### config.mk
export PLATFORM = sky130hd
export DESIGN_NAME = zxsc_front
export DESIGN_NICKNAME = d
export VERILOG_FILES = /design/src/rtl/core/zxsc_pkg.sv /design/src/rtl/core/zxsc_front.sv
export SDC_FILE = /design/constraint.sdc
export NUM_CORES = 1
export LEC_CHECK = 0
export BUFFER_PORTS_ARGS = -buffer_cell sky130_fd_sc_hd__clkbuf_2
export CORE_MARGIN = 10
export CORE_UTILIZATION = 60
export DETAILED_ROUTE_END_ITERATION = 10
export GPL_TIMING_DRIVEN = 0
export HOLD_SLACK_MARGIN = 0.1
export PLACE_DENSITY = 0.95
export SYNTH_ARGS = -nofsm -noshare
export SYNTH_HDL_FRONTEND = slang
export SYNTH_SLANG_ARGS = --single-unit
### constraint.sdc
create_clock -name clk -period 4.7 [get_ports clk]
set_input_delay 0.235 -clock clk [delete_from_list [all_inputs] [get_ports clk]]
set_output_delay 0.235 -clock clk [all_outputs]
set_load 0.005 [all_outputs]
### src/rtl/core/zxsc_pkg.sv
// zxsc_pkg: shared constants for the zero-xor subarray counter
// no dependencies
package zxsc_pkg;
    localparam int BUCKETS_DEF    = 1024;
    localparam int KEY_BITS_DEF   = 32;
    localparam int COUNT_BITS_DEF = 32;
    localparam int WORD_BITS      = 32;
    localparam int TOTAL_BITS     = 63;
    localparam int QUEUE_DEPTH    = 2;
    localparam logic [TOTAL_BITS-1:0] TOTAL_MAX = {TOTAL_BITS{1'b1}};
endpackage

### src/rtl/core/zxsc_front.sv
// zxsc_front: accepts words, keeps the prefix xor, queues prefix values for the back end
// depends on zxsc_pkg
module zxsc_front
    import zxsc_pkg::*;
(
    input  logic                 clk,
    input  logic                 rst_n,
    input  logic                 in_valid,
    output logic                 in_ready,
    input  logic [WORD_BITS-1:0] in_word,
    output logic                 q_valid,
    input  logic                 q_ready,
    output logic [WORD_BITS-1:0] q_prefix
);
    logic [WORD_BITS-1:0] prefix_reg;
    logic [WORD_BITS-1:0] fifo_reg [QUEUE_DEPTH];
    logic                 wr_ptr_reg;
    logic                 rd_ptr_reg;
    logic [1:0]           cnt_reg;
    logic                 push;
    logic                 pop;
    logic [WORD_BITS-1:0] prefix_next;

    assign in_ready    = (cnt_reg != 2'd2);
    assign push        = in_valid && in_ready;
    assign q_valid     = (cnt_reg != 2'd0);
    assign pop         = q_valid && q_ready;
    assign q_prefix    = fifo_reg[rd_ptr_reg];
    assign prefix_next = prefix_reg ^ in_word;

    always_ff @(posedge clk or negedge rst_n)
    begin
        if (!rst_n)
        begin
            prefix_reg <= '0;
            wr_ptr_reg <= 1'b0;
            rd_ptr_reg <= 1'b0;
            cnt_reg    <= 2'd0;
        end
        else
        begin
            if (push)
            begin
                prefix_reg <= prefix_next;
                wr_ptr_reg <= ~wr_ptr_reg;
            end
            if (pop)
                rd_ptr_reg <= ~rd_ptr_reg;
            cnt_reg <= cnt_reg + {1'b0, push} - {1'b0, pop};
        end
    end

    always_ff @(posedge clk)
    begin
        if (push)
            fifo_reg[wr_ptr_reg] <= prefix_next;
    end
endmodule

# Word level (Yosys, flattened, before mapping)
# Memories as Yosys holds them, arrays and structs flattened.
# Index checks and enable logic that the tools add are counted.
# op_classes
add_sub_neg	2
eq_ne	1
n_mux	2
n_bitwise	3
n_reduce_logical	3
# op_table
cell	n
$xor 32x32->32	1
$add 2x1->2	1
$logic_and 1x1->1	2
$mux 1	2
$ne 2x2->1 const B	1
$not 1->1	2
$reduce_bool 2->1	1
$sub 2x1->2	1
# word_totals
reg_bits	36
ram_bits	64
inputBits	36
output_inout_bits	34
elab_cells	16
mem_count	1
# memory_table
memory	words	word_bits	rd	rd_clocked_by_memory_dff	wr	line_no	rtl
fifo_reg	2	32	1	0	1	zxsc_front.sv:16	logic [WORD_BITS-1:0] fifo_reg [QUEUE_DEPTH];

# Logic depth before layout (Yosys ltp)
# Gate-level depths: netlist of the first run.
# depth
ltp_word	4
ltp_mapped	8
mapped_depth_nobuf	7

# Worst setup path before layout of the first run
# Ideal clock, no wire load.
# synth_timing
path_type	flip-flop to flip-flop
startpoint	register cnt_reg[1]
endpoint	memory fifo_reg[0][0], enable pin
setup_time_ns	0.421
t_arrival_ns	2.069
t_required_ns	4.279
setup_slack_ns	2.210
path_stages_with_launch	5
path_buffers	1
period_less_slack_ns	2.490
cell_sequence	dfrtp_1 -> nand2b_1 -> buf_6 -> nand2_1 -> nor2_1
# synth_via
elab_chain_len	4
# synth_lines
element	line_no	rtl
from (decl)	zxsc_front.sv:19	logic [1:0] cnt_reg;
from (signal assigned)	zxsc_front.sv:49	cnt_reg <= cnt_reg + {1'b0, push} - {1'b0, pop};
$ne 2x2->1	zxsc_front.sv:24	assign in_ready = (cnt_reg != 2'd2);
$logic_and 1x1->1	zxsc_front.sv:25	assign push = in_valid && in_ready;
$mux 1	zxsc_front.sv:55	if (push)
$mux 1 (not written as such)	zxsc_front.sv:56	fifo_reg[wr_ptr_reg] <= prefix_next;
to (decl)	zxsc_front.sv:16	
# Every way passes these cells.

# Worst setup path in the final report of the first run
# layout_timing
startpoint	register cnt_reg[1]
endpoint	memory fifo_reg[0][4], enable pin
# The elaborated chain is that of the path after synthesis.

==> results by group, run 1 <==
STA
  • RSZ-0062 raised after global routing: no
  • Tmin final: 1940 ps
  • Hold Vio Cnt, Final: 0
  • Slew @ Worst Pin: 962 ps
  • Worst Slack Setup Final: 2760 ps
  • FMAX: 0.515 GHz
  • Setup Skew: 9.81 ps
  • Final Max Slew Viols: 0
  • Setup_tns: 0 ps
  • Rel. slew slack: 0.357
  • Final setup fails: 0
  • Period utilization: 0.413

Place
  • Dpl cells: 417
  • Post-DP Area: 4650 um2
  • Final RePlAce weighted congestion: 0.762
  • Post-Place Setup Slack: 2740 ps
  • IO Port Bufs: 68
  • Post-DP HPWL: 5340 um

Floorplan
  • Die ar.: 10,700 um2
  • Die Wd: 103 um
  • I/O pins: 70
  • Std cell rows: 30
  • Initial Util: 0.615
  • Core area: 6790 um2
  • Die H: 103 um

Worst setup path
  • Worst EP required: 4680 ps
  • Worst path arrival time: 1920 ps
  • R2R cell count: 4
  • Crit-path max FO: 32
  • Worst Setup Path Type: reg -> reg
  • FF-to-FF setup slack: 2760 ps
  • CP Capture Type: flop
  • RR Startpoint: cnt_reg[1]
  • Crit start category: flop
  • Worst r2r dst: fifo_reg[0][4]

GRT
  • Initial antenna violation count: 0
  • GR Overflow Total: 0
  • Total global-route track usage: 0.152
  • Vias in the first global route: 2,495
  • First-pass GRT wire length: 12,100 um
  • Pin count of the biggest net entering global routing: 37

Synthesis
  • Top cells by area in the synthesized netlist: edfxtp_1 (46%), dfrtp_1 (22%), mux2_2 (8.6%)
  • Post-Synthesis Net Count: 291
  • Leading register cell type out of synthesis: edfxtp_1
  • Synth unique cells: 21
  • Register area share after synthesis: 0.675
  • Cell count after synthesis: 253
  • Cell area after synthesis: 4180 um2
  • Leading area contributor after synthesis: edfxtp_1
  • EDFF count, synth: 64
  • Top-area cell type share of the netlist area: 0.460
  • Yosys warns: 0
  • #FFs+latches synth: 100
  • Async S/R FF share, synth: 0.360
  • Avg Inst Size Synth: 16.5 um2

Finish
  • Register area: 2820 um2
  • Final design utilization: 0.715
  • Filler cell count: 457
  • Layout Nets: 371
  • Layout cells sized above 1: 0.405
  • Final cell count without fillers: 434
  • Area of the multi-input gates: 1220 um2
  • Final instance area: 4860 um2
  • Area grow syn2layout: 16.2%
  • Number of flip-flops in the largest register: 64
  • # diodes: 0

Route
  • Number of routed nets with antenna violations: 0
  • Routed length per instance: 17.6 um
  • Drt via density: 5.11
  • Via count: 2,217
  • First-pass DRT Iterations: 6
  • Drc violations: 0
  • Initial DRC Count: 75
  • Final wirelength: 7640 um

Worst hold path
  • Min-Delay Path Class: in -> reg
  • HP Start: in_word[12]
  • Hold Path Stages: 3
  • Worst Hold Path EP: prefix_reg[12]

CTS
  • CTS tree: done
  • CTS H-Tree Depth: 3
  • Post-CTS setup buffer count: 0
  • TritonCTS Buffers: 9
  • Root Buffer: clkbuf_8
  • CTS Sinks: 100
  • Clock latency on the worst-skew pair: 360 ps
  • Clock Tree Buf Depth: 2
  • Clock-pin slew on the worst setup and hold paths: 100 ps

Outcome
  • Status: completed

Pwr
  • Cell leakage power: 0.00192 uW
  • Peak supply drop: 0.360 mV
  • Pwr Density: 663 nW/um2

Run
  • Maximum Capacitance Violations: 0
==> Yosys cell counts, types with 2 or more instances <==
cell type,count
xnor2_1,35
buf_6,5
edfxtp_1,64
xor2_1,33
buf_8,2
nand3_1,24
nand3_2,8
dfrtp_1,36
mux2_2,32
buf_4,2
ha_1,2
==> worst max-delay path: stages, from the launching register on <==
cell	delay (ps)
dfrtp_1	410
nand2b_1	90
buf_6	150
nand2_1	150
nor2_4	760
==> through the flow <==
stage / total power, uW / hold WS (ps)
global placement: 2630 / 424
detailed placement: 2710 / 430
finish: 3220 / 135
global route: 3410 / 126
CTS: 3260 / 123
floorplan: 2310 / -60.6
==> metal layers <==
layer	wire length (um)	track usage	part of all wire	vias up
li1	-	-	-	1053
met1	2900	0.160	0.38	1107
met2	4180	0.276	0.55	50
met3	497	0.0558	0.065	7
met4	55	0.0460	0.0072	0
met5	0	0	0	-
==> cell usage in the layout (no fill, tap or decap), types with 2 or more instances in the layout <==
cell type	instances
edfxtp_1	64
clkbuf_8	10
buf_8	2
inv_6	2
ha_1	2
xor2_1	33
nand3_1	24
nand3_2	8
mux2_2	32
dfrtp_1	36
clkbuf_2	68
buf_6	5
xnor2_1	35
clkinvlp_4	3
buf_4	2
==> cell type report <==
cell class                 instances  area share
buffer                            12      0.0289
clock buffer                       9      0.0255
clock inverter                     7      0.0152
inverter                           1    0.000773
multi-input combinational        140       0.252
sequential                       100       0.581
tap                               96      0.0247
timing repair buffer              69      0.0721
==> cell families (layout without fill, tap and decap cells) <==
family                   count (synthesis)  after routing  synth area share
AND/OR/NAND/NOR                         38             38            0.0557
XOR/XNOR                                68             68             0.142
adder cells (fa/ha/maj)                  2              2           0.00599
buffers and inverters                   13             98            0.0344
multiplexers                            32             32            0.0862
flip-flops                             100            100             0.675
==> how the worst max path moves through the flow <==
stage | end | start | cells past startpoint
after floorplan | fifo_reg[0][0] | cnt_reg[1] | 4
after global placement | fifo_reg[0][2] | cnt_reg[1] | 4
after detailed placement | fifo_reg[0][2] | cnt_reg[1] | 4
after CTS | fifo_reg[0][4] | cnt_reg[1] | 4
after global routing | fifo_reg[0][21] | cnt_reg[0] | 4
final | fifo_reg[0][4] | cnt_reg[1] | 4
==> where the power goes <==
group | total (uW) | switching [uW] | internal, uW
logic | 1090 | 533 | 561
registers | 1580 | 182 | 1400
clock network | 541 | 293 | 248
total | 3220 | 1010 | 2210
==> repair_timing <==
action	CTS	global route
hold endpoints to repair	36	0
gates resized for setup	0	0
hold buffers	1	0
(Power assumes the default switching activity.)
==> inputs of run 2 (changes only) <==
Settings changed: CORE_UTILIZATION 60 to 56, PLACE_DENSITY 0.95 to 0.9.
Clock period 4.7 ns to 1.8 ns, I/O delays scaled along.
==> results by group, run 2 (synthesized netlist as in run 1, its figures left out) <==
Outcome
  • Status: completed

CTS
  • CTS tree: done
  • Clock-pin slew on the worst setup and hold paths: 90 ps (about the same)
  • CTS H-Tree Depth: 3 (unchanged)
  • Clock Tree Buf Depth: 2 (unchanged)
  • Clock latency on the worst-skew pair: 350 ps (about the same)
  • Post-CTS setup buffer count: 0 (unchanged)
  • TritonCTS Buffers: 9 (unchanged)
  • Root Buffer: clkbuf_8
  • CTS Sinks: 100 (unchanged)

STA
  • Hold Vio Cnt, Final: 0 (unchanged)
  • Final setup fails: 0 (unchanged)
  • FMAX: 0.587 GHz (+14%)
  • Period utilization: 0.946 (+0.533)
  • RSZ-0062 raised after global routing: no
  • Worst Slack Setup Final: 97.8 ps (-2660 ps)
  • Setup Skew: 13.3 ps (+3.44 ps)
  • Final Max Slew Viols: 0 (unchanged)
  • Slew @ Worst Pin: 930 ps (-32.0 ps)
  • Tmin final: 1700 ps (-239 ps)
  • Hold WS: 412 ps (+276 ps)
  • Rel. slew slack: 0.380 (+0.0229)

Worst setup path
  • FF-to-FF setup slack: 100 ps (-2660 ps)
  • CP Capture Type: flop
  • RR Startpoint: cnt_reg[0]
  • Worst EP required: 1780 ps (-2900 ps)
  • Worst path arrival time: 1690 ps (-230 ps)
  • Worst r2r dst: fifo_reg[1][4]
  • Worst Setup Path Type: reg -> reg
  • Crit start category: flop
  • R2R cell count: 4 (unchanged)
  • Crit-path max FO: 32 (unchanged)

Route
  • First-pass DRT Iterations: 4 (-2)
  • Initial DRC Count: 50 (-33%)
  • Routed length per instance: 16.6 um (-5.6%)
  • Max Used Layer: met4
  • Met2 WL post-DR: 4270 um (+2.0%)
  • Drc violations: 0 (unchanged)
  • Via count: 2,383 (+7.5%)
  • Met1 Wirelength: 3070 um (+6.0%)
  • Number of routed nets with antenna violations: 0 (unchanged)
  • Final wirelength: 7870 um (+3.1%)
  • Detail Route met3 WL: 434 um (-13%)
  • Drt via density: 5.03 (-1.6%)

Floorplan
  • Die Wd: 106 um (+2.8%)
  • Std cell rows: 31 (+3.3%)
  • Die H: 106 um (+2.8%)
  • Initial Util: 0.576 (-0.0390)
  • I/O pins: 70 (unchanged)
  • Core area: 7250 um2 (+6.8%)
  • Die ar.: 11,300 um2 (+5.7%)

GRT
  • Initial antenna violation count: 0 (unchanged)
  • Pin count of the biggest net entering global routing: 37 (unchanged)
  • First-pass GRT wire length: 12,900 um (+6.3%)
  • Vias in the first global route: 2,703 (+8.3%)
  • GR Overflow Total: 0 (unchanged)
  • Total global-route track usage: 0.143 (-0.00868)

Finish
  • Most frequent cells in the layout: clkbuf_2 (68), edfxtp_1 (64), dlygate4sd3_1 (38)
  • # diodes: 0 (unchanged)
  • Commonest non-fill, non-tap cell in the layout: clkbuf_2
  • Layout Nets: 409 (+10%)
  • Final instance area: 5230 um2 (+7.7%)
  • Filler cell count: 472 (+3.3%)
  • Register area: 2820 um2 (unchanged)
  • Area of the multi-input gates: 1260 um2 (+2.9%)
  • Area grow syn2layout: 25.1%
  • Number of flip-flops in the largest register: 64 (unchanged)
  • Layout cells sized above 1: 0.373 (-0.0320)

Pwr
  • Cell leakage power: 0.00206 uW (+7.5%)
  • Peak supply drop: 0.790 mV (+120%)
  • Pwr Density: 1590 nW/um2 (+140%)

Place
  • Final RePlAce weighted congestion: 0.699 (-8.2%)
  • Post-DP Area: 4650 um2 (about the same)
  • Post-Place Setup Slack: -157 ps (-2890 ps)
  • IO Port Bufs: 68 (unchanged)
  • Post-DP HPWL: 5170 um (-3.3%)

Worst hold path
  • Min-Delay Path Class: in -> async

Run
  • Maximum Capacitance Violations: 0 (unchanged)
==> run 2: cell type report <==
class	count	share of cell area
inverters	1	0.000718
clock inverters	4	0.00550
clock buffers	11	0.0251
well taps	99	0.0237
repair buffers	106	0.138
flip-flops and latches	100	0.540
multi-input cells	141	0.240
plain buffers	12	0.0268
==> run 2: worst max path at each step <==
| stage | startpoint | endpoint | slack (ps) | depth (start not counted) |
|---|---|---|---|---|
| after global routing | cnt_reg[0] | fifo_reg[1][4] | 6 | 4 |
| after detailed placement | cnt_reg[1] | fifo_reg[0][9] | -160 | 4 |
| final | cnt_reg[0] | fifo_reg[1][4] | 100 | 4 |
| after global placement | cnt_reg[1] | fifo_reg[0][2] | -150 | 4 |
| after floorplan | cnt_reg[1] | fifo_reg[1][0] | 160 | 4 |
| after CTS | cnt_reg[1] | cnt_reg[1] | 40 | 7 |
==> run 2: worst max-delay path, cell delays in order (launching register included) <==
cell and delay (ps):
dfrtp_1 380, nand2b_1 130, buf_6 160, buf_12 150
and3_4 510
==> run 2: timing repair <==
| item | CTS | global route |
|---|---|---|
| hold buffers | 37 | 1 |
| hold endpoints to repair | 132 | 1 |
| cloned | 1 | 0 |
| pin swaps | 0 | 2 |
| gates resized for setup | 3 | 4 |
| endpoints found under the setup margin | 64 | 1 |
==> run 2: routing by layer <==
layer,vias to the layer above,global-route usage
met1,1181,0.154
met5,-,0
met4,0,0.0648
met3,7,0.0374
met2,60,0.259
li1,1135,-
==> run 2: metrics by stage <==
step | instances | util | setup TNS, ps | total power (uW)
after floorplan | 253 | - | 0 | 6050
after global placement | 420 | 0.642 | -8090 | 6870
after detailed placement | 420 | 0.642 | -9100 | 7050
after CTS | 473 | 0.717 | 0 | 8390
after global routing | 474 | 0.721 | 0 | 8870
final | 474 | 0.721 | 0 | 8310
==> run 2: power by group <==
part           leakage (uW)  internal [uW]  switching (uW)
Sequential          0.00102           3660             482
Combinational      0.000973           1560            1420
Clock             0.0000754            496             701
Total               0.00206           5720            2600
==> inputs of run 3 (changes only) <==
Settings changed: REMOVE_ABC_BUFFERS set to 1.
==> results by group, run 3 (synthesized netlist as in run 1, its figures left out) <==
Outcome
  • Status: completed

STA
  • FMAX: 0.581 GHz (-1.1%)
  • Hold WS: 345 ps (-66.9 ps)
  • Final setup fails: 0 (unchanged)
  • Slew @ Worst Pin: 968 ps (+37.8 ps)
  • Period utilization: 0.956 (+0.0103)
  • RSZ-0062 raised after global routing: yes
  • Setup Skew: 6.67 ps (-6.59 ps)
  • Rel. slew slack: 0.355 (-0.0252)
  • Final Max Slew Viols: 0 (unchanged)
  • Hold Vio Cnt, Final: 0 (unchanged)
  • Worst Slack Setup Final: 79.3 ps (-18.5 ps)
  • Tmin final: 1720 ps (+18.5 ps)

Place
  • IO Port Bufs: 69 (+1.5%)
  • Post-DP Area: 4550 um2 (-2.2%)
  • Final RePlAce weighted congestion: 0.676 (-3.3%)
  • Post-DP HPWL: 4680 um (-9.3%)
  • Post-Place Setup Slack: -672 ps (-515 ps)
  • Dpl cells: 410 (-2.4%)

Route
  • Final wirelength: 7940 um (+0.89%)
  • Routed length per instance: 17.0 um (+2.4%)
  • First-pass DRT Iterations: 4 (unchanged)
  • Initial DRC Count: 64 (+28%)
  • Number of routed nets with antenna violations: 0 (unchanged)
  • Via count: 2,363 (-0.84%)
  • Drc violations: 0 (unchanged)
  • Drt via density: 5.06 (+0.65%)

Pwr
  • Cell leakage power: 0.00205 uW (-0.46%)
  • Peak supply drop: 1.08 mV (+37%)
  • Pwr Density: 1650 nW/um2 (+3.8%)

Floorplan
  • Die Wd: 106 um (unchanged)
  • Core area: 7250 um2 (unchanged)
  • Std cell rows: 31 (unchanged)
  • Die H: 106 um (unchanged)
  • Initial Util: 0.576 (unchanged)
  • Die ar.: 11,300 um2 (unchanged)
  • I/O pins: 70 (unchanged)

Run
  • Maximum Capacitance Violations: 0 (unchanged)

CTS
  • Root Buffer: clkbuf_8
  • Clock-pin slew on the worst setup and hold paths: 90 ps (about the same)
  • CTS Sinks: 100 (unchanged)
  • TritonCTS Buffers: 9 (unchanged)
  • CTS tree: done
  • Clock Tree Buf Depth: 2 (unchanged)
  • CTS H-Tree Depth: 3 (unchanged)
  • Clock latency on the worst-skew pair: 350 ps (about the same)

Worst setup path
  • Crit-path max FO: 33 (+3.1%)
  • CP Capture Type: output port
  • Worst Setup Path Type: reg -> out
  • Crit start category: flop
  • CP max-delay cell: dfrtp_4
  • Cells along the critical path: mux2_2, clkbuf_2
  • Worst EP required: 1710 ps (-70 ps)
  • Max incr delay on CP: 740 ps (+230 ps)
  • Worst path arrival time: 1630 ps (-60 ps)

Finish
  • Layout Nets: 401 (-2.0%)
  • Number of flip-flops in the largest register: 64 (unchanged)
  • Final instance area: 5190 um2 (-0.72%)
  • Area grow syn2layout: 24.2%
  • Layout cells sized above 1: 0.375 (+0.00167)
  • Most frequent cells in the layout: clkbuf_2 (68), edfxtp_1 (64), xnor2_1 (35)
  • Final design utilization: 0.716 (-0.00518)
  • Final cell count without fillers: 467 (-1.5%)
  • # diodes: 0 (unchanged)
  • Commonest non-fill, non-tap cell in the layout: clkbuf_2
  • Filler cell count: 489 (+3.6%)

GRT
  • GR Overflow Total: 0 (unchanged)
  • Pin count of the biggest net entering global routing: 37 (unchanged)
  • Vias in the first global route: 2,647 (-2.1%)
  • Initial antenna violation count: 0 (unchanged)
  • First-pass GRT wire length: 12,900 um (+0.54%)
  • Total global-route track usage: 0.147 (+0.00356)

Worst hold path
  • Min-Delay Path Class: in -> reg
run 3: cell count changes in the layout (fill, tap and decap cells not counted), sizes merged:
cell and change:
buf -3, nor2 -1, dlygate4sd3 -4, bufinv +2
nand2b +1, clkbuf -2
run 3: worst paths after layout:
path	from	cells after the start	slack, ps	end
max in group asynchronous	rst_n	2	650	rd_ptr_reg
setup / recovery	rd_ptr_reg	2	80	q_prefix[7]
setup reg to reg	cnt_reg[1]	7	80	cnt_reg[1]
hold reg to reg	prefix_reg[20]	1	490	prefix_reg[20]
hold / removal	in_valid	3	340	prefix_reg[13]
min in group asynchronous	rst_n	2	450	prefix_reg[4]
run 3: per-layer routing:
layer,up-vias,routed length (um),part of all wire,track usage
met5,-,0,0,0
met4,0,187,0.024,0.0764
met2,55,4240,0.53,0.265
met1,1183,3160,0.40,0.155
li1,1108,-,-,-
met3,17,353,0.044,0.0374
run 3: area by class of cell:
| type | instances | area, um2 | share of cell area |
|---|---|---|---|
| clock buffers | 10 | 128 | 0.0246 |
| clock inverters | 6 | 88.8 | 0.0171 |
| inverters | 1 | 3.75 | 0.000723 |
| multi-input cells | 141 | 1250 | 0.241 |
| flip-flops and latches | 100 | 2830 | 0.545 |
| well taps | 99 | 124 | 0.0239 |
| repair buffers | 110 | 771 | 0.148 |
run 3: worst max-delay path: cells and delay by family (launching register included):
family                 cells  cell delay [ps]
flip-flops                 1              740
multiplexers               1              410
buffers and inverters      1              120
run 3: stage by stage:
step                power [uW]  setup TNS (ps)
global placement          6650         -163120
global route              9080           -4.56
floorplan                 5790          -69430
CTS                       8610               0
detailed placement        6850          -37630
finish                    8570               0
run 3: timing repair:
| action | in CTS | in global routing |
|---|---|---|
| gates resized for setup | 4 | 3 |
| setup endpoints to repair | 98 | 2 |
| hold buffers | 34 | 0 |
| setup buffers | 5 | 1 |
| cloned | 1 | 0 |
| pin swaps | 1 | 5 |
| endpoints found under the hold margin | 133 | 0 |
run 3: where the power goes:
part / internal, uW / switching (uW) / total [uW]
Sequential: 3660 / 632 / 4290
Combinational: 1470 / 1280 / 2750
Clock: 784 / 738 / 1520
